--- src/rtl/rrts_pkg.sv ---
`timescale 1ns / 1ps
`default_nettype none
// ----------------------------------------------------------------------------
// rrts_pkg
// Shared types and constants of the round-robin thread scheduler.
// ----------------------------------------------------------------------------
package rrts_pkg;

  localparam int MaxThreadsDef = 16;
  localparam int TidOutW       = 4;
  localparam int WordW         = 32;

  typedef enum logic [1:0] {
    OP_SCHEDULE = 2'd0,
    OP_CREATE   = 2'd1,
    OP_SLEEP    = 2'd2,
    OP_WAKE     = 2'd3
  } op_e;

  // commands from the controller to the datapath
  typedef struct packed {
    logic load;
    logic exec;
    logic scan;
    logic fetch;
    logic emit;
  } rrts_cmd_t;

  // status from the datapath to the controller
  typedef struct packed {
    op_e  op;
    logic scan_done;
    logic out_busy;
  } rrts_sts_t;

endpackage
`default_nettype wire

--- src/rtl/round_robin_thread_scheduler_core.sv ---
`timescale 1ns / 1ps
`default_nettype none
// Sequence: an item is accepted and executed; a schedule then scans k threads (at
// most the thread count) and fetches the chosen one. The result goes to the output register.
// A new item is taken only once the last result is in the output register;
// the scan reads one wake deadline per cycle from the single-port table.
// Reset: one thread (thread 0) with zero pc, sp and deadline; no item pending.
// ----------------------------------------------------------------------------
// round_robin_thread_scheduler_core
// Thread scheduler with round-robin choice among threads whose deadline passed.
// ----------------------------------------------------------------------------
module round_robin_thread_scheduler_core import rrts_pkg::*; #(
  parameter int MaxThreads = MaxThreadsDef
) (
  input  wire logic               clk_i,
  input  wire logic               rst_ni,
  input  wire logic               in_valid_i,
  output logic                    in_ready_o,
  input  wire logic [1:0]         op_i,
  input  wire logic [WordW-1:0]   now_ms_i,
  input  wire logic [WordW-1:0]   pc_value_i,
  input  wire logic [WordW-1:0]   sp_value_i,
  input  wire logic [WordW-1:0]   delay_ms_i,
  output logic                    out_valid_o,
  input  wire logic               out_ready_i,
  output logic [TidOutW-1:0]      thread_id_o,
  output logic [WordW-1:0]        next_pc_o,
  output logic [WordW-1:0]        next_sp_o,
  output logic                    table_full_o
);

  rrts_cmd_t cmd;
  rrts_sts_t sts;

  rrts_ctrl u_ctrl (
    .clk_i      (clk_i),
    .rst_ni     (rst_ni),
    .in_valid_i (in_valid_i),
    .in_ready_o (in_ready_o),
    .sts_i      (sts),
    .cmd_o      (cmd)
  );

  rrts_datapath #(
    .MaxThreads (MaxThreads)
  ) u_datapath (
    .clk_i        (clk_i),
    .rst_ni       (rst_ni),
    .cmd_i        (cmd),
    .sts_o        (sts),
    .op_i         (op_i),
    .now_ms_i     (now_ms_i),
    .pc_value_i   (pc_value_i),
    .sp_value_i   (sp_value_i),
    .delay_ms_i   (delay_ms_i),
    .out_valid_o  (out_valid_o),
    .out_ready_i  (out_ready_i),
    .thread_id_o  (thread_id_o),
    .next_pc_o    (next_pc_o),
    .next_sp_o    (next_sp_o),
    .table_full_o (table_full_o)
  );

endmodule
`default_nettype wire

--- src/rtl/rrts_ctrl.sv ---
`timescale 1ns / 1ps
`default_nettype none
// ----------------------------------------------------------------------------
// rrts_ctrl
// Sequencing state machine: accept, execute, scan, fetch, deliver.
// ----------------------------------------------------------------------------
module rrts_ctrl import rrts_pkg::*; (
  input  wire logic      clk_i,
  input  wire logic      rst_ni,
  input  wire logic      in_valid_i,
  output logic           in_ready_o,
  input  wire rrts_sts_t sts_i,
  output rrts_cmd_t      cmd_o
);

  localparam logic [2:0] S_IDLE  = 3'd0;
  localparam logic [2:0] S_EXEC  = 3'd1;
  localparam logic [2:0] S_SCAN  = 3'd2;
  localparam logic [2:0] S_FETCH = 3'd3;
  localparam logic [2:0] S_DONE  = 3'd4;

  logic [2:0] state_q, state_d;

  always_comb begin
    state_d    = state_q;
    cmd_o      = '0;
    in_ready_o = 1'b0;
    case (state_q)
      S_IDLE: begin
        in_ready_o = 1'b1;
        if (in_valid_i) begin
          cmd_o.load = 1'b1;
          state_d    = S_EXEC;
        end
      end
      S_EXEC: begin
        cmd_o.exec = 1'b1;
        state_d    = (sts_i.op == OP_SCHEDULE) ? S_SCAN : S_DONE;
      end
      S_SCAN: begin
        cmd_o.scan = 1'b1;
        if (sts_i.scan_done) begin
          state_d = S_FETCH;
        end
      end
      S_FETCH: begin
        cmd_o.fetch = 1'b1;
        state_d     = S_DONE;
      end
      S_DONE: begin
        // hold the result until the output register is free
        if (!sts_i.out_busy) begin
          cmd_o.emit = 1'b1;
          state_d    = S_IDLE;
        end
      end
      default: begin
        state_d = S_IDLE;
      end
    endcase
  end

  always_ff @(posedge clk_i or negedge rst_ni) begin
    if (!rst_ni) begin
      state_q <= S_IDLE;
    end else begin
      state_q <= state_d;
    end
  end

endmodule
`default_nettype wire

--- src/rtl/rrts_datapath.sv ---
`timescale 1ns / 1ps
`default_nettype none
// ----------------------------------------------------------------------------
// rrts_datapath
// Thread table memories, scan pointer, current thread and output register.
// ----------------------------------------------------------------------------
module rrts_datapath import rrts_pkg::*; #(
  parameter int MaxThreads = MaxThreadsDef
) (
  input  wire logic               clk_i,
  input  wire logic               rst_ni,
  input  wire rrts_cmd_t          cmd_i,
  output rrts_sts_t               sts_o,
  input  wire logic [1:0]         op_i,
  input  wire logic [WordW-1:0]   now_ms_i,
  input  wire logic [WordW-1:0]   pc_value_i,
  input  wire logic [WordW-1:0]   sp_value_i,
  input  wire logic [WordW-1:0]   delay_ms_i,
  output logic                    out_valid_o,
  input  wire logic               out_ready_i,
  output logic [TidOutW-1:0]      thread_id_o,
  output logic [WordW-1:0]        next_pc_o,
  output logic [WordW-1:0]        next_sp_o,
  output logic                    table_full_o
);

  localparam int TidW = $clog2(MaxThreads);
  localparam int CntW = $clog2(MaxThreads + 1);

  // thread table
  logic [WordW-1:0] mem_dl [MaxThreads];
  logic [WordW-1:0] mem_pc [MaxThreads];
  logic [WordW-1:0] mem_sp [MaxThreads];

  // captured item
  op_e              op_q;
  logic [WordW-1:0] now_q, pc_q, sp_q, delay_q;

  logic [CntW-1:0]  count_q, count_d;
  logic [TidW-1:0]  cur_q, cur_d;
  logic [TidW-1:0]  sel_q, sel_d;
  logic [TidW-1:0]  ptr_q, ptr_d;
  logic [CntW-1:0]  issued_q, issued_d;
  logic             pend_q, pend_d;
  logic             full_q, full_d;
  logic             pc0_wr_q, dl0_wr_q;

  logic [TidW-1:0]  rd_idx_q;
  logic [WordW-1:0] rd_dl_q, rd_pc_q, rd_sp_q;
  logic             rd_dlz_q, rd_pcz_q;

  logic             out_valid_q, out_valid_d;
  logic [TidOutW-1:0] tid_q;
  logic [WordW-1:0] npc_q, nsp_q;
  logic             tf_q;

  logic             full;
  logic [TidW-1:0]  slot;
  logic [TidW-1:0]  wr_addr;
  logic             pcsp_we, dl_we;
  logic [WordW-1:0] dl_wdata;
  logic [CntW-1:0]  cur_inc, ptr_inc;
  logic [TidW-1:0]  cur_next, ptr_next;
  logic             issue, hit;
  logic [WordW-1:0] dl_val;
  logic [TidW+TidOutW-1:0] id_ext;

  assign full = (count_q == CntW'(MaxThreads));
  assign slot = count_q[TidW-1:0];

  // round-robin successors, wrapping at the thread count
  assign cur_inc  = CntW'(cur_q) + CntW'(1);
  assign cur_next = (cur_inc >= count_q) ? '0 : cur_inc[TidW-1:0];
  assign ptr_inc  = CntW'(ptr_q) + CntW'(1);
  assign ptr_next = (ptr_inc >= count_q) ? '0 : ptr_inc[TidW-1:0];

  assign wr_addr  = (op_q == OP_CREATE) ? slot : cur_q;
  assign pcsp_we  = cmd_i.exec &&
                    ((op_q == OP_SCHEDULE) || ((op_q == OP_CREATE) && !full));
  assign dl_we    = cmd_i.exec && (op_q != OP_SCHEDULE) &&
                    !((op_q == OP_CREATE) && full);
  assign dl_wdata = (op_q == OP_SLEEP) ? (now_q + delay_q) : '0;

  assign issue  = cmd_i.scan && (issued_q != count_q);
  assign dl_val = rd_dlz_q ? '0 : rd_dl_q;
  assign hit    = cmd_i.scan && pend_q && (dl_val <= now_q);

  assign id_ext = {{TidOutW{1'b0}}, sel_q};

  always_comb begin
    count_d  = count_q;
    cur_d    = cur_q;
    sel_d    = sel_q;
    ptr_d    = ptr_q;
    issued_d = issued_q;
    pend_d   = pend_q;
    full_d   = full_q;
    if (cmd_i.exec) begin
      ptr_d    = cur_next;
      issued_d = '0;
      pend_d   = 1'b0;
      full_d   = (op_q == OP_CREATE) && full;
      sel_d    = ((op_q == OP_CREATE) && !full) ? slot : cur_q;
      if ((op_q == OP_CREATE) && !full) begin
        count_d = count_q + CntW'(1);
      end
    end
    if (cmd_i.scan) begin
      pend_d = issue;
      sel_d  = hit ? rd_idx_q : cur_q;
      if (issue) begin
        ptr_d    = ptr_next;
        issued_d = issued_q + CntW'(1);
      end
    end
    if (cmd_i.fetch) begin
      cur_d = sel_q;
    end
  end

  always_comb begin
    out_valid_d = out_valid_q;
    if (cmd_i.emit) begin
      out_valid_d = 1'b1;
    end else if (out_ready_i) begin
      out_valid_d = 1'b0;
    end
  end

  always_ff @(posedge clk_i or negedge rst_ni) begin
    if (!rst_ni) begin
      count_q     <= CntW'(1);
      cur_q       <= '0;
      sel_q       <= '0;
      ptr_q       <= '0;
      issued_q    <= '0;
      pend_q      <= 1'b0;
      full_q      <= 1'b0;
      pc0_wr_q    <= 1'b0;
      dl0_wr_q    <= 1'b0;
      out_valid_q <= 1'b0;
    end else begin
      count_q     <= count_d;
      cur_q       <= cur_d;
      sel_q       <= sel_d;
      ptr_q       <= ptr_d;
      issued_q    <= issued_d;
      pend_q      <= pend_d;
      full_q      <= full_d;
      out_valid_q <= out_valid_d;
      // entry 0 reads as zero until it is first written
      if (pcsp_we && (wr_addr == '0)) begin
        pc0_wr_q <= 1'b1;
      end
      if (dl_we && (wr_addr == '0)) begin
        dl0_wr_q <= 1'b1;
      end
    end
  end

  // captured item and memory ports
  always_ff @(posedge clk_i) begin
    if (cmd_i.load) begin
      op_q    <= op_e'(op_i);
      now_q   <= now_ms_i;
      pc_q    <= pc_value_i;
      sp_q    <= sp_value_i;
      delay_q <= delay_ms_i;
    end
    if (pcsp_we) begin
      mem_pc[wr_addr] <= pc_q;
      mem_sp[wr_addr] <= sp_q;
    end
    if (dl_we) begin
      mem_dl[wr_addr] <= dl_wdata;
    end
    if (issue) begin
      rd_dl_q  <= mem_dl[ptr_q];
      rd_dlz_q <= (ptr_q == '0) && !dl0_wr_q;
      rd_idx_q <= ptr_q;
    end
    if (cmd_i.fetch) begin
      rd_pc_q  <= mem_pc[sel_q];
      rd_sp_q  <= mem_sp[sel_q];
      rd_pcz_q <= (sel_q == '0) && !pc0_wr_q;
    end
    if (cmd_i.emit) begin
      tid_q <= id_ext[TidOutW-1:0];
      tf_q  <= full_q;
      if ((op_q == OP_SCHEDULE) && !rd_pcz_q) begin
        npc_q <= rd_pc_q;
        nsp_q <= rd_sp_q;
      end else begin
        npc_q <= '0;
        nsp_q <= '0;
      end
    end
  end

  assign sts_o.op        = op_q;
  assign sts_o.scan_done = hit || (issued_q == count_q);
  assign sts_o.out_busy  = out_valid_q && !out_ready_i;

  assign out_valid_o  = out_valid_q;
  assign thread_id_o  = tid_q;
  assign next_pc_o    = npc_q;
  assign next_sp_o    = nsp_q;
  assign table_full_o = tf_q;

  a_cur_in_table : assert property (@(posedge clk_i) disable iff (!rst_ni)
    CntW'(cur_q) < count_q)
    else $error("current thread outside the table");

  a_sel_in_table : assert property (@(posedge clk_i) disable iff (!rst_ni)
    CntW'(sel_q) < count_q)
    else $error("selected thread outside the table");

  a_count_range : assert property (@(posedge clk_i) disable iff (!rst_ni)
    (count_q != '0) && (count_q <= CntW'(MaxThreads)))
    else $error("thread count out of range");

  a_no_overwrite : assert property (@(posedge clk_i) disable iff (!rst_ni)
    cmd_i.emit |-> !(out_valid_q && !out_ready_i))
    else $error("result written over an item not yet taken");

endmodule
`default_nettype wire
--- config.mk ---
export PLATFORM = sky130hd
export DESIGN_NAME = round_robin_thread_scheduler_core
export DESIGN_NICKNAME = d
export VERILOG_FILES = /design/src/rtl/rrts_pkg.sv /design/src/rtl/round_robin_thread_scheduler_core.sv /design/src/rtl/rrts_ctrl.sv /design/src/rtl/rrts_datapath.sv
export SDC_FILE = /design/constraint.sdc
export NUM_CORES = 2
export LEC_CHECK = 0
export ABC_AREA = 1
export BUFFER_PORTS_ARGS = -buffer_cell sky130_fd_sc_hd__buf_2
export CAP_MARGIN = 10
export CORE_MARGIN = 5
export CORE_UTILIZATION = 50
export DETAILED_ROUTE_END_ITERATION = 10
export PLACE_DENSITY = 0.68
export SLEW_MARGIN = 20
export SYNTH_ARGS = -nofsm -noshare
export SYNTH_HDL_FRONTEND = slang
export SYNTH_SLANG_ARGS = --single-unit
--- constraint.sdc ---
create_clock -name clk_i -period 7.15 [get_ports clk_i]
set_input_delay 1.43 -clock clk_i [delete_from_list [all_inputs] [get_ports clk_i]]
set_output_delay 1.43 -clock clk_i [all_outputs]
set_load 0.05 [all_outputs]
**Word level (Yosys, flattened, before mapping)**

Memories as Yosys holds them, arrays and structs flattened. A register that Yosys moved wholly into a read port is not among the register bits.
Index checks and enable logic that the tools add are counted.

- Reductions and logical operators: 32
- Add/subtract/negate cells: 5
- Magnitude comparators: 3
- Equality and inequality tests: 12
- Multiplexer cells: 36

Operators with widths:

| cell | number |
|---|---|
| 32-bit 2-to-1 mux | 2 |
| 4-bit 2-to-1 mux | 10 |
| 32-bit adder | 1 |
| 32-bit <= comparator | 1 |
| 1-bit 2-to-1 mux | 16 |
| 5-bit 2-to-1 mux | 3 |
| 3-bit case mux with 5 select lines | 1 |
| 1-bit logical AND | 14 |
| 4-bit zero test | 3 |
| 3-bit 2-to-1 mux | 4 |
| 4-bit by 1-bit adder with 5-bit output (second input constant) | 2 |
| 5-bit by 1-bit adder with 5-bit output (second input constant) | 2 |
| 5-bit greater-or-equal comparator | 2 |
| 3-bit by 2-bit equality test with 1-bit output (second input constant) | 2 |
| 1-bit zero test | 6 |
| 2-bit inequality test (second input constant) | 3 |
| 2-bit nonzero test | 3 |
| 5-bit equality test | 1 |
| 5-bit equality test (second input constant) | 1 |
| 5-bit inequality test | 1 |
| 3-bit by 1-bit equality test with 1-bit output (second input constant) | 1 |
| 3-bit equality test (second input constant) | 1 |
| 3-bit zero test | 1 |
| 3-bit AND reduction | 1 |
| 5 further kinds | 6 |

- Memory bits (writable): 1536
- Memories: 3
- Output and inout bits: 71
- Register bits after elaboration: 235

Memories:

| name | words | bits a word | read ports | clocked after memory_dff | write ports | RTL line | source |
|---|---|---|---|---|---|---|---|
| u_datapath.mem_dl | 16 | 32 | 1 | 1 | 1 | rrts_datapath.sv:31 | `logic [WordW-1:0] mem_dl [MaxThreads];` |
| u_datapath.mem_pc | 16 | 32 | 1 | 1 | 1 | rrts_datapath.sv:32 | `logic [WordW-1:0] mem_pc [MaxThreads];` |
| u_datapath.mem_sp | 16 | 32 | 1 | 1 | 1 | rrts_datapath.sv:33 | `logic [WordW-1:0] mem_sp [MaxThreads];` |

**Depth between registers and ports, before layout**

- Word-level depth: 7
- Gate-level depth with buffers: 19

**Modules after synthesis**

From an unflattened synthesis, not the netlist that was laid out.

- Cell total of the unflattened synthesis: 5481
- Area total of the unflattened synthesis: 73544.3 um^2

Modules (own cells, without submodules):

| module | area an instance (um^2) | instances | cells an instance | sequential area each (um^2) |
|---|---|---|---|---|
| rrts_datapath | 73359.1 | 1 | 5453 | 55839.8 |
| rrts_ctrl | 185.2 | 1 | 28 | 75.1 |

**Least setup slack after synthesis**

OpenSTA, ideal clock, no wires.

- Path kind: input-to-reg
- Start point: input port in_valid_i
- End point: register u_datapath.delay_q[0], enable pin
- Setup time: 0.621 ns
- Setup slack: -0.294 ns
- Data required time: 6.529 ns
- Cell stages on the path: 2
- Path buffers: 0
- Arrival time: 6.823 ns
- Cell sequence: inv_1 nor2_1

RTL lines:

| item | RTL line | source |
|---|---|---|
| from (decl) | round_robin_thread_scheduler_core.sv:17 | `input wire logic in_valid_i,` |
| to (signal assigned) | rrts_datapath.sv:168 | `delay_q <= delay_ms_i;` |
| to (decl) | rrts_datapath.sv:37 | `logic [WordW-1:0] now_q, pc_q, sp_q, delay_q;` |

**Final worst setup path**

- Start point: register u_ctrl.state_q[2]
- End point: memory u_datapath.mem_pc[1][4], enable pin

- Cells in the longest elaborated chain, start to end: 5

RTL lines:

| item | RTL line | source |
|---|---|---|
| from (decl) | rrts_ctrl.sv:22 | `logic [2:0] state_q, state_d;` |
| from (signal assigned) | rrts_ctrl.sv:67 | `state_q <= state_d;` |
| 3-bit by 1-bit equality test with 1-bit output | rrts_ctrl.sv:28 | `case (state_q)` |
| 1-bit 2-to-1 mux | rrts_ctrl.sv:28 |  |
| 1-bit logical AND | rrts_datapath.sv:78 | `assign pcsp_we = cmd_i.exec &&` |
| 1-bit 2-to-1 mux | rrts_datapath.sv:170 | `if (pcsp_we) begin` |
| 1-bit 2-to-1 mux (not written as such) | rrts_datapath.sv:171 | `mem_pc[wr_addr] <= pc_q;` |
| to (decl) | rrts_datapath.sv:32 |  |

Every way passes these cells.

==> key figures <==
STA
  – Setup slack after layout: 3.36 ns
  – Slew margin rel.: 16.2%
  – Final Max Tran Viols: 0
  – Setup TNS: 0 ns
  – Crit path time final: 3.79 ns
  – Setup Skew: 0.0355 ns
  – Fmax: 0.264 GHz
  – Unrepaired setup endpoints after global routing: false
  – Final setup viols: 0
  – Actual slew at the worst max-slew pin: 1.26 ns
  – Hold Vio Cnt, Final: 0
  – Final worst-path cycle share: 53.0%

Placed design
  – I/O Buffers: 204
  – Placed Area: 0.0765 mm2
  – RePlAce Congestion: 0.836
  – Worst slack at placement: 3.30 ns
  – DPL Wire Length: 100,000 um

Floorplanning
  – Core region area: 0.146 mm2
  – Total Die Area: 0.155 mm2
  – Initial Utilization: 50.4%
  – Ports: 205
  – Die height: 393 um
  – Site row count: 140
  – Die Wd: 393 um

Yosys
  – Synthesized netlist net count: 5,682
  – Netlist cell types: 50
  – Post-synth EDFFs: 1,837
  – Sequential area share after synthesis: 76.0%
  – Avg Cell Area, Syn: 13.4 um2
  – Post-synth top flop: edfxtp_1
  – Cells after Synth: 5,468
  – Register bit total from synthesis: 1,867
  – Synth warn: 0
  – Post-synthesis async set-or-reset flop share: 1.61%
  – Mapped Area: 0.0735 mm2

Global routing
  – Initial antenna violation count: 3
  – Number of global-route vias before repair: 44,400
  – Largest net degree at the start of global routing: 253
  – First-pass GRT wire length: 274,000 um
  – Gr usage total: 23.1%
  – Overflow after GRT: 0

Power and ir drop
  – PD cells: 401 mW/mm2
  – P_leak: 27.8 nW
  – Worst VDD drop: 0.000404 V

Setup path
  – Crit path DAT: 4.20 ns
  – Worst path cell trace: nor2_1 -> inv_1 -> nor2_1 -> o21ai_4 -> buf_16 -> nor2_4 -> buf_4
  – Top delay family on crit path: simple AND/OR/NAND/NOR gates
  – Top cell by count, worst path: nor2_1
  – Kind of critical path: flop to flop
  – Reg2Reg Launch Point: u_ctrl.state_q[2]
  – Worst reg2reg path endpoint: u_datapath.mem_pc[1][4]
  – R2r setup slk: 3.36 ns
  – Required @ worst endpoint: 7.57 ns
  – R2R depth: 7
  – Worst setup SP type: flop
  – CP max FO: 44
  – CP Capture Type: flop
  – CP Buf/Inv Count: 3
  – CP peak stage delay: 0.76 ns
  – CP max stage cell: buf_4

Routing
  – Total wire length: 184,000 um
  – Post-DRT Antenna Nets: 0
  – DRC errors left: 0
  – WL per Instance: 23.9 um
  – DRT iter0 DRCs: 4,610
  – First drt pass iteration count: 6
  – Total number of vias: 45,600
  – Vias per inst: 5.93

Min path
  – Hold Startpoint: u_datapath.full_q
  – Worst Hold Class: flop to flop
  – Min-Delay Path Depth: 0
  – Hold Path Sink: u_datapath.table_full_o

Clock tree
  – Worst skew pair latency: 0.81 ns
  – Root buf cell: clkbuf_16
  – CTS Sinks: 1,867
  – Postcts setup bufs: 0
  – CTS tree: done
  – Clk slew on worst S/H paths: 0.06 ns
  – H-tree levels: 4
  – CTS resizes: 0
  – Total CTS buffers: 183
  – CTS max path bufs: 3
  – Post-CTS Hold Buffers: 0

Run
  – Max cap viols: 0

Layout
  – Nets: 5,827
  – Final Cell Area: 0.0824 mm2
  – Ant. Diodes: 0
  – Layout overhead on the synthesized area: 12.1%
  – Layout cell share with drive strength beyond 1: 11.0%
  – Highest-count cells in the layout ignoring fill and taps: edfxtp_1 (1,837), nor2_1 (972), o21ai_0 (799)
  – Most common cell after layout, fill and taps aside: edfxtp_1
  – Fillcell total: 11,500

Run status
  – Outcome: completed
-- how the worst max path moves through the flow --
stage | depth (start not counted) | startpoint | end | slack (ns)
floorplan | 2 | in_valid_i | u_datapath.delay_q[0] | 1.88
global placement | 6 | u_ctrl.state_q[2] | u_datapath.mem_sp[11][4] | 3.25
detailed placement | 7 | u_ctrl.state_q[2] | u_datapath.mem_pc[1][4] | 3.30
CTS | 7 | u_ctrl.state_q[2] | u_datapath.mem_sp[1][13] | 3.28
global route | 7 | u_ctrl.state_q[2] | u_datapath.mem_sp[1][13] | 3.11
finish | 7 | u_ctrl.state_q[2] | u_datapath.mem_pc[1][4] | 3.36
-- Yosys cell counts (2+ instances only) --
| library cell | count | share of area, % |
|---|---|---|
| a22oi_1 | 25 | 0.26 |
| o21ai_2 | 6 | 0.071 |
| nand3_1 | 109 | 0.74 |
| xnor2_1 | 3 | 0.036 |
| a21o_1 | 6 | 0.061 |
| a21oi_1 | 123 | 0.84 |
| nand4_1 | 9 | 0.077 |
| nor2_1 | 1012 | 5.2 |
| buf_2 | 89 | 0.61 |
| nand2_1 | 331 | 1.7 |
| nor2_2 | 6 | 0.051 |
| nand3_2 | 2 | 0.027 |
| o211ai_1 | 36 | 0.37 |
| clkbuf_2 | 2 | 0.014 |
| or2_1 | 3 | 0.026 |
| inv_2 | 8 | 0.041 |
| o21ai_1 | 54 | 0.37 |
| nor2_4 | 3 | 0.046 |
| edfxtp_1 | 1837 | 75 |
| buf_6 | 4 | 0.061 |
| o211a_1 | 2 | 0.027 |
| buf_4 | 19 | 0.19 |
| nor3_1 | 9 | 0.061 |
| nor4_1 | 2 | 0.017 |
| o21a_1 | 7 | 0.071 |
| inv_1 | 207 | 1.1 |
| ha_1 | 79 | 1.3 |
| o221ai_1 | 95 | 1.1 |
| nand2_2 | 4 | 0.034 |
| mux2i_1 | 3 | 0.041 |
| o21bai_1 | 3 | 0.031 |
| o21ai_0 | 799 | 5.4 |
| dfrtp_1 | 29 | 0.99 |
| a21oi_2 | 3 | 0.036 |
| xor2_1 | 11 | 0.13 |
| o22ai_1 | 304 | 2.6 |
| clkbuf_1 | 210 | 1.1 |
| inv_4 | 2 | 0.017 |
-- area by class of cell --
type	instances	area [um2]	share of cell area [%]
sequential	1867	55900	67.9
inverter	218	842	1.02
multi-input combinational	3058	15700	19.0
clock inverter	109	925	1.12
timing repair buffer	285	1750	2.12
tap	1917	2400	2.91
clock buffer	231	4880	5.93
-- logic make-up after synthesis --
| logic type | Yosys count | share of synthesized area (%) |
|---|---|---|
| DFF | 1867 | 76.0 |
| xor gates and xnor gates | 14 | 0.167 |
| muxes | 3 | 0.0408 |
| adders and majority gates | 80 | 1.37 |
| AOI/OAI and AO/OA | 1468 | 11.3 |
| buffers and inverters | 543 | 3.07 |
| and+or+nand+nor | 1493 | 7.96 |
-- power by group --
group	internal (mW)	total (mW)	leakage [nW]	switching [mW]
registers	13.7	14.6	17.1	0.842
clock network	5.25	9.31	2.83	4.06
logic	2.40	9.19	7.87	6.79
-- state kept, by name, indices dropped and copies added, names as in the netlist, 4 cells and up --
| signal | count |
|---|---|
| u_datapath.mem_dl | 512 |
| u_datapath.mem_pc | 512 |
| u_datapath.mem_sp | 512 |
| u_datapath.delay_q | 32 |
| u_datapath.next_pc_o | 32 |
| u_datapath.next_sp_o | 32 |
| u_datapath.now_q | 32 |
| u_datapath.pc_q | 32 |
| u_datapath.rd_dl_q | 32 |
| u_datapath.rd_pc_q | 32 |
| u_datapath.rd_sp_q | 32 |
| u_datapath.sp_q | 32 |
| u_datapath.count_q | 5 |
| u_datapath.issued_q | 5 |
| u_datapath.cur_q | 4 |
| u_datapath.ptr_q | 4 |
| u_datapath.rd_idx_q | 4 |
| u_datapath.sel_q | 4 |
| u_datapath.thread_id_o | 4 |
-- per-stage QoR --
stage	instances	total power [mW]	hold WS, ns	util, %
after CTS	7682	33.2	0.460	56.4
after global routing	7685	34.6	0.482	56.5
after detailed placement	7342	23.9	0.445	52.4
final	7685	33.1	0.461	56.5
after global placement	7339	23.7	0.442	52.4
after floorplan	5468	20.7	0.420	-
-- layer usage --
metal | global-route usage [%] | part of all wire [%] | up-vias
met1 | 30.9 | 40 | 22600
met2 | 38.6 | 49 | 2101
met4 | 8.52 | 3.4 | 0
met3 | 3.52 | 7.7 | 325
met5 | 0 | 0 | -
li1 | - | - | 20500
Note: power is estimated with default switching activity, not from simulation.
